$ cat src/rtl/sssd_pkg.sv
// Shared constants and segment encoding for the seven-segment serial driver.
package sssd_pkg;

    localparam int WORD_BITS           = 16;
    localparam int MAX_DIGITS          = 4;
    localparam int DIGIT_COUNT_DEFAULT = 4;
    localparam int VALUE_W             = 16;

    // Reciprocal multipliers: floor(v * MUL >> SHIFT) == v / divisor for any 16-bit v.
    localparam logic [16:0] DIV10_MUL     = 17'd52429;
    localparam int          DIV10_SHIFT   = 19;
    localparam logic [16:0] DIV100_MUL    = 17'd83887;
    localparam int          DIV100_SHIFT  = 23;
    localparam logic [16:0] DIV1000_MUL   = 17'd67109;
    localparam int          DIV1000_SHIFT = 26;

    // Small divide by ten for values below 128.
    localparam logic [7:0] DIV10_SMALL_MUL   = 8'd205;
    localparam int         DIV10_SMALL_SHIFT = 11;

    // Segments a..g then dp, segment a in bit 7, active high.
    function automatic logic [7:0] seg_pattern(input logic [3:0] digit);
        logic [7:0] pat;
        unique case (digit)
            4'd0:    pat = 8'b1111_1100;
            4'd1:    pat = 8'b0110_0000;
            4'd2:    pat = 8'b1101_1010;
            4'd3:    pat = 8'b1111_0010;
            4'd4:    pat = 8'b0110_0110;
            4'd5:    pat = 8'b1011_0110;
            4'd6:    pat = 8'b1011_1110;
            4'd7:    pat = 8'b1110_0000;
            4'd8:    pat = 8'b1111_1110;
            4'd9:    pat = 8'b1111_0110;
            default: pat = 8'b0000_0000;
        endcase
        return pat;
    endfunction

    // Word for one digit: one-hot select in the top nibble, inverted segments below.
    function automatic logic [WORD_BITS-1:0] digit_word(input logic [1:0] pos,
                                                        input logic [3:0] digit);
        logic [3:0] sel;
        sel = 4'b1000 >> pos;
        return {sel, 4'b0000, ~seg_pattern(digit)};
    endfunction

endpackage

$ cat src/rtl/seven_segment_serial_display_driver_core.sv
// Seven-segment serial display driver: value to per-digit words, shifted out LSB first.
// Each value is registered as quotients, then its words load into the shift register when
// the serializer is idle or on its final bit; the serializer emits one bit per cycle while
// i_out_ready is high, and the next value is split while the current one shifts out.
// Reset (synchronous, active low) clears the stage valid flags and the bit counter.
module seven_segment_serial_display_driver_core #(
    parameter int DIGIT_COUNT = sssd_pkg::DIGIT_COUNT_DEFAULT
) (
    input  logic                         i_clk,
    input  logic                         i_rst_n,
    input  logic                         i_in_valid,
    output logic                         o_in_ready,
    input  logic [sssd_pkg::VALUE_W-1:0] i_display_value,
    output logic                         o_out_valid,
    input  logic                         i_out_ready,
    output logic                         o_serial_bit,
    output logic                         o_latch_after,
    output logic                         o_last_bit
);
    import sssd_pkg::*;

    localparam int DIGITS  = (DIGIT_COUNT < 1) ? 1 :
                             ((DIGIT_COUNT > MAX_DIGITS) ? MAX_DIGITS : DIGIT_COUNT);
    localparam int TOTAL   = WORD_BITS * DIGITS;
    localparam int CNT_W   = $clog2(TOTAL);
    localparam int PROD_W  = VALUE_W + 17;
    localparam int Q1_W    = 13;
    localparam int Q2_W    = 10;
    localparam int Q3_W    = 7;

    // Quotient stage
    logic              r_q_vld;
    logic [VALUE_W-1:0] r_v;
    logic [Q1_W-1:0]   r_q1;
    logic [Q2_W-1:0]   r_q2;
    logic [Q3_W-1:0]   r_q3;

    // Serializer
    logic              r_busy;
    logic [TOTAL-1:0]  r_shift;
    logic [CNT_W-1:0]  r_cnt;

    logic              n_q_vld;
    logic              n_busy;

    logic              in_xfer;
    logic              out_xfer;
    logic              at_last;
    logic              load;

    logic [PROD_W-1:0] prod10;
    logic [PROD_W-1:0] prod100;
    logic [PROD_W-1:0] prod1000;

    logic [3:0]        dig [MAX_DIGITS];
    logic [VALUE_W-1:0] units_base;
    logic [Q1_W-1:0]   tens_base;
    logic [Q2_W-1:0]   hund_base;
    logic [14:0]       q3_prod;
    logic [3:0]        q3_div;
    logic [Q3_W-1:0]   thou_base;
    logic [TOTAL-1:0]  packed_words;

    assign at_last  = (r_cnt == CNT_W'(TOTAL - 1));
    assign out_xfer = r_busy && i_out_ready;
    assign load     = r_q_vld && (!r_busy || (i_out_ready && at_last));
    assign in_xfer  = i_in_valid && o_in_ready;

    assign o_in_ready    = !r_q_vld || load;
    assign o_out_valid   = r_busy;
    assign o_serial_bit  = r_shift[0];
    assign o_latch_after = &r_cnt[3:0];
    assign o_last_bit    = at_last;

    // Quotients by reciprocal multiplication
    assign prod10   = PROD_W'(i_display_value) * PROD_W'(DIV10_MUL);
    assign prod100  = PROD_W'(i_display_value) * PROD_W'(DIV100_MUL);
    assign prod1000 = PROD_W'(i_display_value) * PROD_W'(DIV1000_MUL);

    // Digits from neighboring quotients; each remainder is below ten
    always_comb begin
        units_base = VALUE_W'({r_q1, 3'b000}) + VALUE_W'({r_q1, 1'b0});
        tens_base  = Q1_W'({r_q2, 3'b000}) + Q1_W'({r_q2, 1'b0});
        hund_base  = Q2_W'({r_q3, 3'b000}) + Q2_W'({r_q3, 1'b0});
        q3_prod    = 15'(r_q3) * 15'(DIV10_SMALL_MUL);
        q3_div     = 4'(q3_prod >> DIV10_SMALL_SHIFT);
        thou_base  = Q3_W'({q3_div, 3'b000}) + Q3_W'({q3_div, 1'b0});

        dig[0] = 4'(r_q3 - thou_base);
        dig[1] = 4'(r_q2 - hund_base);
        dig[2] = 4'(r_q1 - tens_base);
        dig[3] = 4'(r_v - units_base);
    end

    // Digit 0 occupies the low word so it shifts out first
    always_comb begin
        for (int d = 0; d < DIGITS; d++) begin
            packed_words[d*WORD_BITS +: WORD_BITS] = digit_word(2'(d), dig[d]);
        end
    end

    always_comb begin
        n_q_vld = r_q_vld;
        if (in_xfer) begin
            n_q_vld = 1'b1;
        end else if (load) begin
            n_q_vld = 1'b0;
        end

        n_busy = r_busy;
        if (load) begin
            n_busy = 1'b1;
        end else if (out_xfer && at_last) begin
            n_busy = 1'b0;
        end
    end

    always_ff @(posedge i_clk) begin
        if (!i_rst_n) begin
            r_q_vld <= 1'b0;
            r_busy  <= 1'b0;
            r_cnt   <= '0;
        end else begin
            r_q_vld <= n_q_vld;
            r_busy  <= n_busy;
            if (load) begin
                r_cnt <= '0;
            end else if (out_xfer) begin
                r_cnt <= r_cnt + 1'b1;
            end
        end
    end

    always_ff @(posedge i_clk) begin
        if (in_xfer) begin
            r_v  <= i_display_value;
            r_q1 <= prod10[DIV10_SHIFT +: Q1_W];
            r_q2 <= prod100[DIV100_SHIFT +: Q2_W];
            r_q3 <= prod1000[DIV1000_SHIFT +: Q3_W];
        end
        if (load) begin
            r_shift <= packed_words;
        end else if (out_xfer) begin
            r_shift <= r_shift >> 1;
        end
    end

    // The final bit of a refresh is always a word end
    a_last_is_latch: assert property (@(posedge i_clk) disable iff (!i_rst_n)
        (o_out_valid && o_last_bit) |-> o_latch_after)
        else $error("last bit without latch strobe");

    // Backpressure only comes from a pending value
    a_ready_src: assert property (@(posedge i_clk) disable iff (!i_rst_n)
        !o_in_ready |-> (r_q_vld && r_busy))
        else $error("input stalled with nothing pending");

    // Drain ends the refresh when nothing is waiting
    a_drain_idle: assert property (@(posedge i_clk) disable iff (!i_rst_n)
        (out_xfer && at_last && !r_q_vld) |=> !o_out_valid)
        else $error("output valid after final bit with no pending value");

    // Stalled output holds its position
    a_hold_cnt: assert property (@(posedge i_clk) disable iff (!i_rst_n)
        (r_busy && !i_out_ready) |=> $stable(r_cnt))
        else $error("bit counter moved during stall");

endmodule

$ cat config.mk
export PLATFORM = sky130hd
export DESIGN_NAME = seven_segment_serial_display_driver_core
export DESIGN_NICKNAME = d
export VERILOG_FILES = /design/src/rtl/sssd_pkg.sv /design/src/rtl/seven_segment_serial_display_driver_core.sv
export SDC_FILE = /design/constraint.sdc
export NUM_CORES = 1
export LEC_CHECK = 0
export BUFFER_PORTS_ARGS = -buffer_cell sky130_fd_sc_hd__buf_4
export CAP_MARGIN = 15
export CORE_AREA = 2 2 152 192
export CTS_CLUSTER_SIZE = 24
export DETAILED_ROUTE_END_ITERATION = 6
export DIE_AREA = 0 0 154 194
export PLACE_DENSITY = 0.7
export RECOVER_POWER = 25
export SYNTH_ARGS = -nofsm -noshare
export SYNTH_HDL_FRONTEND = slang
export SYNTH_SLANG_ARGS = --single-unit
$ cat constraint.sdc
create_clock -name i_clk -period 15.2 [get_ports i_clk]
set_input_delay 2.28 -clock i_clk [delete_from_list [all_inputs] [get_ports i_clk]]
set_output_delay 2.28 -clock i_clk [all_outputs]
set_load 0.1 [all_outputs]
==> impl_results.md, run 1 <==
* Gr ovfl total at 0
* Ys async rst share at 0
* MaxCap Viol Count at 1
* Setup Total Neg Slack at 0 ps
* Clock skew at 13.9 ps
* Crit path arrival time at 8200 ps
* Die ar. at 29900 um^2
* Min Tclk post-route at 8120 ps
* Area share of the largest cell type after synthesis at 0.295
* Number of distinct library cells after synthesis at 60
* Iteration-0 DRC Markers at 386
* Delay-heaviest family, CP: adder cells
* Vias at 10100
* Max Fclk at 123 MHz
* Wire length per cell at 17.9 um
* Vias per cell at 5.32
* Top cell type by total area after synthesis: ha_1
* Chip height at 194 um
* Number of global-route vias before repair at 11000
* Violated checks: capacitance limit, slew limit
* Final hold violation count at 0
* Final Max Tran Viols at 61
* Largest net degree at the start of global routing at 66
* Worst-margin pin slew at 2390 ps
* PostCTS Resize Cnt at 0
* Num CTS Buffers at 9
* Post-layout util at 0.573
* Crit-path max cell delay at 1000 ps
* Synth Net Count at 2114
* Clk_lat worst skew at 350 ps
* # diodes at 0
* Worst path cell trace: clkbuf_1, ha_1, inv_1, fa_1, fa_1, fa_1, fa_1, inv_1, fa_1, ha_1, a21o_1, a21o_1, a21oi_1, nor2_1, a211o_1, o41ai_1, xnor2_1
* Post-CTS setup buffer count at 0
* CP max FO at 18
* Worst setup SP type: input port
* Dpl hpwl at 29300 um
* CTS tree: yes
* Yosys warnings at 0
* Top Ports at 25
* Avg Inst Size Synth at 10.0 um^2
* Hold buffers post-CTS at 0
* # port buffers at 24
* Initial Util at 0.543
* H-tree Lvls at 3
* Critical Path RT at 15280 ps
* Post-route ant nets at 0
* Die width at 154 um
* Deepest clock path buffer count at 2
* Worst path slowest cell: clkbuf_1
* Clock Pin Slew Worst Setup and Hold Paths at 70 ps
* Worst hold path class: register to register
* Synth Flop Type: edfxtp_1
* Routed WL at 34000 um
* #FFs+latches synth at 88
* Seq/Total Area, Yosys at 0.149
* Crit. End Element: register
* Total core area at 28100 um^2
* Initial antenna violation count at 0
* Pleak at 8.47 nW
* RSZ-0062 raised after global routing: no
* GRT Total Usage at 0.240
* FP Rows at 69
* Max IR drop VDD at 0.000203 V
* Post-Syn Area at 15200 um^2
* GP Congestion at 0.945
* Synth Instances at 1524
* Area growth syn-to-layout at 5.61%
* Final period utilization at 0.534
* PwrDens at 194 nW/um^2
* Slew headroom at -0.592
* EDFF count, synth at 51
* Buf/Inv on CP at 3
* CP most frequent cell: fa_1
* Nets@finish at 2134
* Share of post-route cells with drive strength above 1 at 0.0381
* Hold Worst Slack at 445 ps
* Endpoints failing setup at 0
* Global-route wire length before repair at 55800 um
* Main area contributors after synthesis: ha_1, fa_1, edfxtp_1, inv_1, dfxtp_1
* Pre-antenna DRT Iters at 4
* Setup CP Type: input port to register
* CTS root buffer: clkbuf_16
* Residual DRC at 0
* Status: finished with violations
* CTS Sinks at 88
==> flip-flops by register name, indices dropped and copies added, names as in the netlist <==
name / flops
r_shift: 61
r_q3: 7
r_cnt: 6
r_q1: 4
r_q2: 4
r_v: 4
o_out_valid: 1
r_q_vld: 1
==> placed cells by master (no fill, tap or decap), drive strengths merged, types with 3 or more instances in the layout <==
cell type and instances:
clkinv 3, and2 4, edfxtp 51, o22ai 5, xnor2 47, a221oi 4
o21bai 3, nor3 6, buf 19, nand2b 4, o211ai 5, nor2 32
a211oi 7, and3 9, xor2 15, a31o 8, a211o 3, fa 211
inv 403, nand3 30, clkbuf 18, a41oi 3, o21ai 36, mux2i 3
a31oi 5, nand2 106, nand4 4, ha 359, a21oi 58, o21a 4
dfxtp 37, nor2b 4, o31ai 3, a21o 12
==> synthesized netlist by cell type (12+ instances only) <==
library cell	count
ha_1	359
dfxtp_1	37
edfxtp_1	51
a21o_1	12
xnor2_1	46
nand2_1	105
nor2_1	32
clkbuf_1	19
o21ai_0	36
xor2_1	15
a21oi_1	57
inv_1	400
nand3_1	30
fa_1	211
==> power by group <==
part	internal (W)	switching (W)	total (W)
clock	0.000116	0.000108	0.000223
combinational	0.00111	0.00142	0.00253
sequential	0.000343	0.0000302	0.000373
total	0.00157	0.00155	0.00312
==> worst reg2reg max path, stage by stage, from the launching register on <==
cell	delay, ps
edfxtp_1	460
ha_1	330
ha_1	290
fa_1	500
inv_1	50
fa_1	500
inv_1	40
ha_1	260
a21oi_1	60
nor3b_1	490
o311a_4	270
nor2_1	50
xnor2_1	120
ha_1	340
a32oi_1	230
o41ai_2	140
or3_2	500
o311ai_4	100
xor2_1	210
or4_1	420
and3_1	170
==> cell families (layout without fill, tap and decap cells) <==
logic type	count (synthesis)	count (layout)	synth area share
adder cells (fa/ha/maj)	570	570	0.572
XOR/XNOR	62	62	0.0361
AO/OA/AOI/OAI	172	172	0.0749
AND/OR/NAND/NOR	209	209	0.0616
buffers and inverters	419	444	0.103
multiplexers	4	4	0.00296
flip-flops	88	88	0.149
==> worst paths after layout <==
check	from	to	slack [ps]	cells past startpoint
hold / removal	r_shift[60]	r_shift[60]	440	2
setup reg to reg	r_q3[4]	r_shift[7]	9410	20
setup / recovery	i_display_value[0]	r_q1[3]	7080	17
hold reg to reg	r_shift[60]	r_shift[60]	440	2
==> per-layer routing <==
layer,track usage,vias up,share of wire
met5,0,-,0
met4,0.114,0,0.052
met3,0.0230,71,0.025
met2,0.444,174,0.53
met1,0.277,4953,0.40
li1,-,4929,-
==> metrics by stage <==
stage | cell area [um^2] | setup WS [ps] | cells | total power [W]
CTS | 16100 | 7620 | 1904 | 0.00316
floorplan | 15200 | 7880 | 1524 | 0.00233
detailed placement | 15800 | 7280 | 1888 | 0.00291
global route | 16100 | 6860 | 1904 | 0.00356
global placement | 15800 | 7340 | 1888 | 0.00283
finish | 16100 | 7080 | 1904 | 0.00312
==> area by class of cell <==
type	instances	area, um^2
Tap cell	355	444
Sequential cell	88	2270
Multi-Input combinational cell	1017	11400
Inverter	400	1500
Fill cell	2368	12000
Timing Repair Buffer	28	176
Clock inverter	7	72.6
Clock buffer	9	225
(Power assumes the default switching activity.)
==> inputs of run 2 (changes only) <==
==> constraint.sdc (replaced) <==
create_clock -name i_clk -period 7.5 [get_ports i_clk]
set_input_delay 1.125 -clock i_clk [delete_from_list [all_inputs] [get_ports i_clk]]
set_output_delay 1.125 -clock i_clk [all_outputs]
set_load 0.1 [all_outputs]
==> impl_results.md, run 2 (synthesized netlist as in run 1, its figures left out) <==
* Setup Total Neg Slack at 0 ps (unchanged)
* Crit. End Element: register
* Clock skew at 13.2 ps (-0.665 ps)
* GRT Total Usage at 0.240 (about the same)
* MaxCap Viol Count at 1 (unchanged)
* Deepest clock path buffer count at 2 (unchanged)
* Largest Register: r_shift
* Sw Ratio at 0.497 (-0.000826)
* # diodes at 0 (unchanged)
* Clock Pin Slew Worst Setup and Hold Paths at 70 ps (about the same)
* Gr ovfl total at 0 (unchanged)
* Commonest non-fill, non-tap cell in the layout: inv_1
* Area growth syn-to-layout at 5.76%
* Max Fclk at 148 MHz
* Final period utilization at 0.900
* Initial antenna violation count at 0 (unchanged)
* Hold Worst Slack at 447 ps (+2.59 ps)
* Crit-path max cell delay at 690 ps (-310 ps)
* Delay-heaviest family, CP: adder cells
* Die width at 154 um (unchanged)
* RSZ-0062 raised after global routing: no
* # port buffers at 24 (unchanged)
* Violated checks: capacitance limit, slew limit
* Reg power frac at 0.119 (about the same)
* GP Congestion at 0.959 (+1.4%)
* Final hold violation count at 0 (unchanged)
* Worst path cell trace: clkbuf_1, ha_1, inv_1, fa_1, inv_1, fa_1, fa_1, fa_1, inv_1, fa_1, inv_1, ha_1, inv_1, o21ai_0, a41oi_1, nor4_1, o31a_1, nor4_1, a311oi_1
* CP max FO at 12 (-6)
* Power Internal at 0.00319 W (+100%)
* CTS root buffer: clkbuf_16
* Post-route ant nets at 0 (unchanged)
* Worst flop-to-flop path startpoint: r_q3[3]
* Crit path capture: r_q2[3]
* Setup CP Type: input port to register
* Non-filler cells, final at 1906 (+0.11%)
* Buf/Inv on CP at 6 (+3)
* Hold Path Origin: r_shift[13]
* R2R Path End: r_shift[7]
* CTS Sinks at 88 (unchanged)
* Critical Path RT at 7680 ps (-7600 ps)
* Vias per cell at 5.30 (-0.30%)
* Share of post-route cells with drive strength above 1 at 0.0393 (+0.00124)
* Post-layout util at 0.574 (+0.000847)
* Post-CTS setup buffer count at 0 (unchanged)
* Worst path slowest cell: clkbuf_1
* Iteration-0 DRC Markers at 342 (-11%)
* Placed cell count at 1890 (+0.11%)
* Number of global-route vias before repair at 10900 (-0.26%)
* Min Tclk post-route at 6750 ps
* Final setup margin at 753 ps (-6330 ps)
* Global-route wire length before repair at 55600 um (-0.51%)
* H-tree Lvls at 3 (unchanged)
* CTS tree: yes
* Residual DRC at 0 (unchanged)
* Max IR drop VDD at 0.000440 V (+120%)
* Max reg flops at 61 (unchanged)
* Initial Util at 0.543 (unchanged)
* Die ar. at 29900 um^2 (unchanged)
* Worst hold path class: register to register
* Total core area at 28100 um^2 (unchanged)
* Status: finished with violations
* Pre-CTS WS at 821 ps (-6460 ps)
* Endpoints failing setup at 0 (unchanged)
* Pre-antenna DRT Iters at 4 (unchanged)
* Pleak at 8.49 nW (+0.26%)
* PwrDens at 394 nW/um^2 (+100%)
* Slew headroom at -0.195 (+0.398)
* Nets@finish at 2136 (+0.094%)
* Chip height at 194 um (unchanged)
* Commonest cells after routing, fill and taps aside: inv_1, ha_1, fa_1
* Net switching power figure at 0.00315 W (+100%)
* Vias at 10100 (-0.20%)
* Wire length per cell at 17.9 um (about the same)
* Routed WL at 34100 um (+0.16%)
* Clk_lat worst skew at 350 ps (about the same)
* Hold buffers post-CTS at 0 (unchanged)
* R2r setup slk at 1730 ps (-7680 ps)
* R2R cell count at 19 (-5.0%)
* Critical path depth in cells at 19 (+2)
* Top Ports at 25 (unchanged)
* Dpl hpwl at 29700 um (+1.3%)
* FP Rows at 69 (unchanged)
* Worst Setup SP: i_display_value[3]
* Crit path arrival time at 6930 ps (-1270 ps)
* Largest net degree at the start of global routing at 66 (unchanged)
* Num CTS Buffers at 9 (unchanged)
* Final Max Tran Viols at 33 (-46%)
* PostCTS Resize Cnt at 0 (unchanged)
* Clk pwr share at 0.073 (about the same)
* Logic pwr share at 0.808 (about the same)
* Worst-margin pin slew at 1790 ps (-596 ps)
* Worst setup SP type: input port
* Top flop regs: r_shift (61), r_q3 (7), r_cnt (6)
-- run 2: power groups by stage --
stage / sequential [W] / combinational, W / clock, W
CTS: 0.000758 / 0.00521 / 0.000473
global placement: 0.000765 / 0.00499 / 0
global route: 0.000767 / 0.00599 / 0.000489
detailed placement: 0.000767 / 0.00516 / 0
floorplan: 0.000747 / 0.00397 / 0
finish: 0.000756 / 0.00513 / 0.000465
-- run 2: metrics by stage --
stage	instance area, um^2	power [W]
floorplan	15200	0.00472
global placement	15800	0.00576
detailed placement	15800	0.00593
CTS	16200	0.00644
global route	16100	0.00725
finish	16100	0.00635
-- run 2: layout make-up --
type / count / area [um^2]
fillers: 2454 / 11900
clock inverters: 6 / 56.3
multi-input cells: 1017 / 11400
flip-flops and latches: 88 / 2270
well taps: 355 / 444
inverters: 400 / 1500
repair buffers: 30 / 195
clock buffers: 10 / 250
-- run 2: worst reg2reg max path, stage by stage (launching register included) --
cell      delay (ps)
edfxtp_1         500
ha_1             360
ha_1             200
or2_2            280
fa_1             470
ha_1             320
ha_1             380
a21oi_4          220
nand2_2           90
o311a_4          390
nor2_1           140
xnor2_1          140
ha_1             300
a32oi_1          210
o41ai_2          120
or3_2            500
o311ai_4         100
xor2_1           210
or4_1            420
and3_1           170
-- run 2: metal layers --
metal	wire, um	track usage	share of wire
met1	13400	0.271	0.39
met2	17800	0.447	0.52
met5	0	0	0
met3	725	0.0197	0.021
met4	2080	0.128	0.061
-- run 2: how the worst min path moves through the flow --
| stage | end | slack (ps) | depth (start not counted) |
|---|---|---|---|
| final | r_shift[12] | 450 | 2 |
| after global routing | r_shift[12] | 470 | 2 |
| after CTS | r_shift[12] | 450 | 2 |
| after detailed placement | r_shift[60] | 440 | 2 |
| after global placement | r_shift[60] | 430 | 2 |
| after floorplan | r_shift[60] | 420 | 2 |
==> inputs of run 3 (changes only) <==
==> constraint.sdc (replaced) <==
create_clock -name i_clk -period 6.35 [get_ports i_clk]
set_input_delay 0.9525 -clock i_clk [delete_from_list [all_inputs] [get_ports i_clk]]
set_output_delay 0.9525 -clock i_clk [all_outputs]
set_load 0.1 [all_outputs]
==> impl_results.md, run 3 (synthesized netlist as in run 1, its figures left out) <==
* Status: finished with violations
* Violated checks: capacitance limit, slew limit
* Max IR drop VDD at 0.000533 V (+21%)
* CTS tree: yes
* Die ar. at 29900 um^2 (unchanged)
* Largest net degree at the start of global routing at 66 (unchanged)
* Top flop regs: r_shift (61), r_q3 (7), r_cnt (6)
* Chip height at 194 um (unchanged)
* # port buffers at 24 (unchanged)
* Placed cell count at 1949 (+3.1%)
* Post-layout util at 0.591 (+0.0163)
* Crit path arrival time at 6150 ps (-780 ps)
* Die width at 154 um (unchanged)
* Worst path slowest cell: clkbuf_1
* Number of global-route vias before repair at 11100 (+1.5%)
* Crit-path max cell delay at 970 ps (+280 ps)
* Vias per cell at 5.27 (-0.68%)
* Global-route wire length before repair at 55000 um (-1.0%)
* Largest Register: r_shift
* Final hold violation count at 0 (unchanged)
* Pleak at 8.77 nW (+3.3%)
* FP Rows at 69 (unchanged)
* Buf/Inv on CP at 4 (-2)
* Non-filler cells, final at 1965 (+3.1%)
* Pre-antenna DRT Iters at 5 (+1)
* Residual DRC at 0 (unchanged)
* Slew headroom at -0.155 (+0.0399)
* Clock skew at 8.98 ps (-4.23 ps)
* MaxCap Viol Count at 1 (unchanged)
* Worst-margin pin slew at 1730 ps (-59.8 ps)
* Area growth syn-to-layout at 8.76%
* GRT Total Usage at 0.233 (-0.00686)
* Endpoints failing setup at 0 (unchanged)
* Clk_lat worst skew at 350 ps (about the same)
* Final period utilization at 0.954
* Critical Path RT at 6440 ps (-1240 ps)
* Commonest non-fill, non-tap cell in the layout: inv_1
* Routed WL at 32700 um (-4.1%)
* Setup CP Type: input port to register
* Initial Util at 0.543 (unchanged)
* CTS Sinks at 88 (unchanged)
* Initial antenna violation count at 0 (unchanged)
* Crit. End Element: register
* H-tree Lvls at 3 (unchanged)
* Share of post-route cells with drive strength above 1 at 0.0770 (+0.0377)
* Clock Pin Slew Worst Setup and Hold Paths at 70 ps (about the same)
* GP Congestion at 1.00 (+4.7%)
* Post-route ant nets at 0 (unchanged)
* Total core area at 28100 um^2 (unchanged)
* Min Tclk post-route at 6060 ps
* Worst hold path class: register to register
* Vias at 10300 (+2.4%)
* Final Max Tran Viols at 33 (unchanged)
* CP most frequent cell: fa_1
* Top Ports at 25 (unchanged)
* RSZ-0062 raised after global routing: no
* Max reg flops at 61 (unchanged)
* Post-CTS setup buffer count at 0 (unchanged)
* Deepest clock path buffer count at 2 (unchanged)
* Iteration-0 DRC Markers at 393 (+15%)
* Commonest cells after routing, fill and taps aside: inv_1, ha_1, fa_1
* Gr ovfl total at 0 (unchanged)
* CTS root buffer: clkbuf_16
* Num CTS Buffers at 9 (unchanged)
* PwrDens at 457 nW/um^2 (+16%)
* Delay-heaviest family, CP: adder cells
* Worst setup SP type: input port
* Max Fclk at 165 MHz
* Nets@finish at 2195 (+2.8%)
* CP max FO at 17 (+5)
* Wire length per cell at 16.6 um (-6.9%)
* Worst path cell trace: buf_4, clkbuf_1, ha_1, inv_1, fa_1, fa_1, fa_1, inv_1, fa_1, ha_1, a21o_1, a21o_1, a21oi_1, nor2_1, a211o_1, o41ai_1, xnor2_1
* # diodes at 0 (unchanged)
* Dpl hpwl at 28500 um (-4.1%)
==> run 3: cell types whose count changed in the layout (fill, tap and decap cells not counted), sizes merged <==
cell | previous run | this run
inv | 404 | 405
buf | 22 | 81
clkbuf | 18 | 17
==> run 3: worst min-delay path: stages, from the launching register on <==
cell and delay, ps:
dfxtp_1 310, nand2_1 50, nand2_1 40
==> run 3: through the flow <==
| step | hold slack [ps] | setup TNS, ps | instance area (um^2) | setup WS, ps | total power, W |
|---|---|---|---|---|---|
| finish | 446 | 0 | 16600 | 292 | 0.00758 |
| CTS | 449 | 0 | 16600 | 244 | 0.00761 |
| floorplan | 423 | 0 | 15200 | 362 | 0.00557 |
| global placement | 433 | -67.3 | 16300 | -67.3 | 0.00681 |
| global route | 467 | 0 | 16600 | 80.3 | 0.00867 |
| detailed placement | 437 | -107 | 16300 | -107 | 0.00702 |
==> run 3: final timing paths <==
kind,endpoint,slack (ps),startpoint,cells after the start
worst max-delay path,r_q1[3],290,i_display_value[0],17
worst min-delay path,r_shift[60],450,r_shift[60],2
worst max register to register,r_shift[7],570,r_q3[4],20
worst min register to register,r_shift[60],450,r_shift[60],2
==> run 3: cell type report <==
type | instances | area (um^2)
inverter | 400 | 1500
clock inverter | 7 | 71.3
multi-input combinational | 1017 | 11400
sequential | 88 | 2270
tap | 355 | 444
fill | 2395 | 11500
clock buffer | 9 | 225
timing repair buffer | 89 | 638
==> run 3: what timing repair did <==
item | CTS | global route
hold buffers | 0 | 0
gates resized for setup | 0 | 5
setup endpoints to repair | 0 | 1
==> run 3: power breakdown <==
| part | switching (W) | internal, W |
|---|---|---|
| combinational | 0.00339 | 0.00275 |
| clock | 0.000256 | 0.000279 |
| sequential | 0.0000709 | 0.000822 |
==> run 3: per-layer routing <==
metal | share of wire | routed length (um) | global-route usage | vias to the layer above
met1 | 0.41 | 13300 | 0.281 | 5027
met5 | 0 | 0 | 0 | -
met4 | 0.055 | 1800 | 0.115 | 0
met3 | 0.025 | 804 | 0.0154 | 84
li1 | - | - | - | 5058
met2 | 0.51 | 16800 | 0.422 | 180
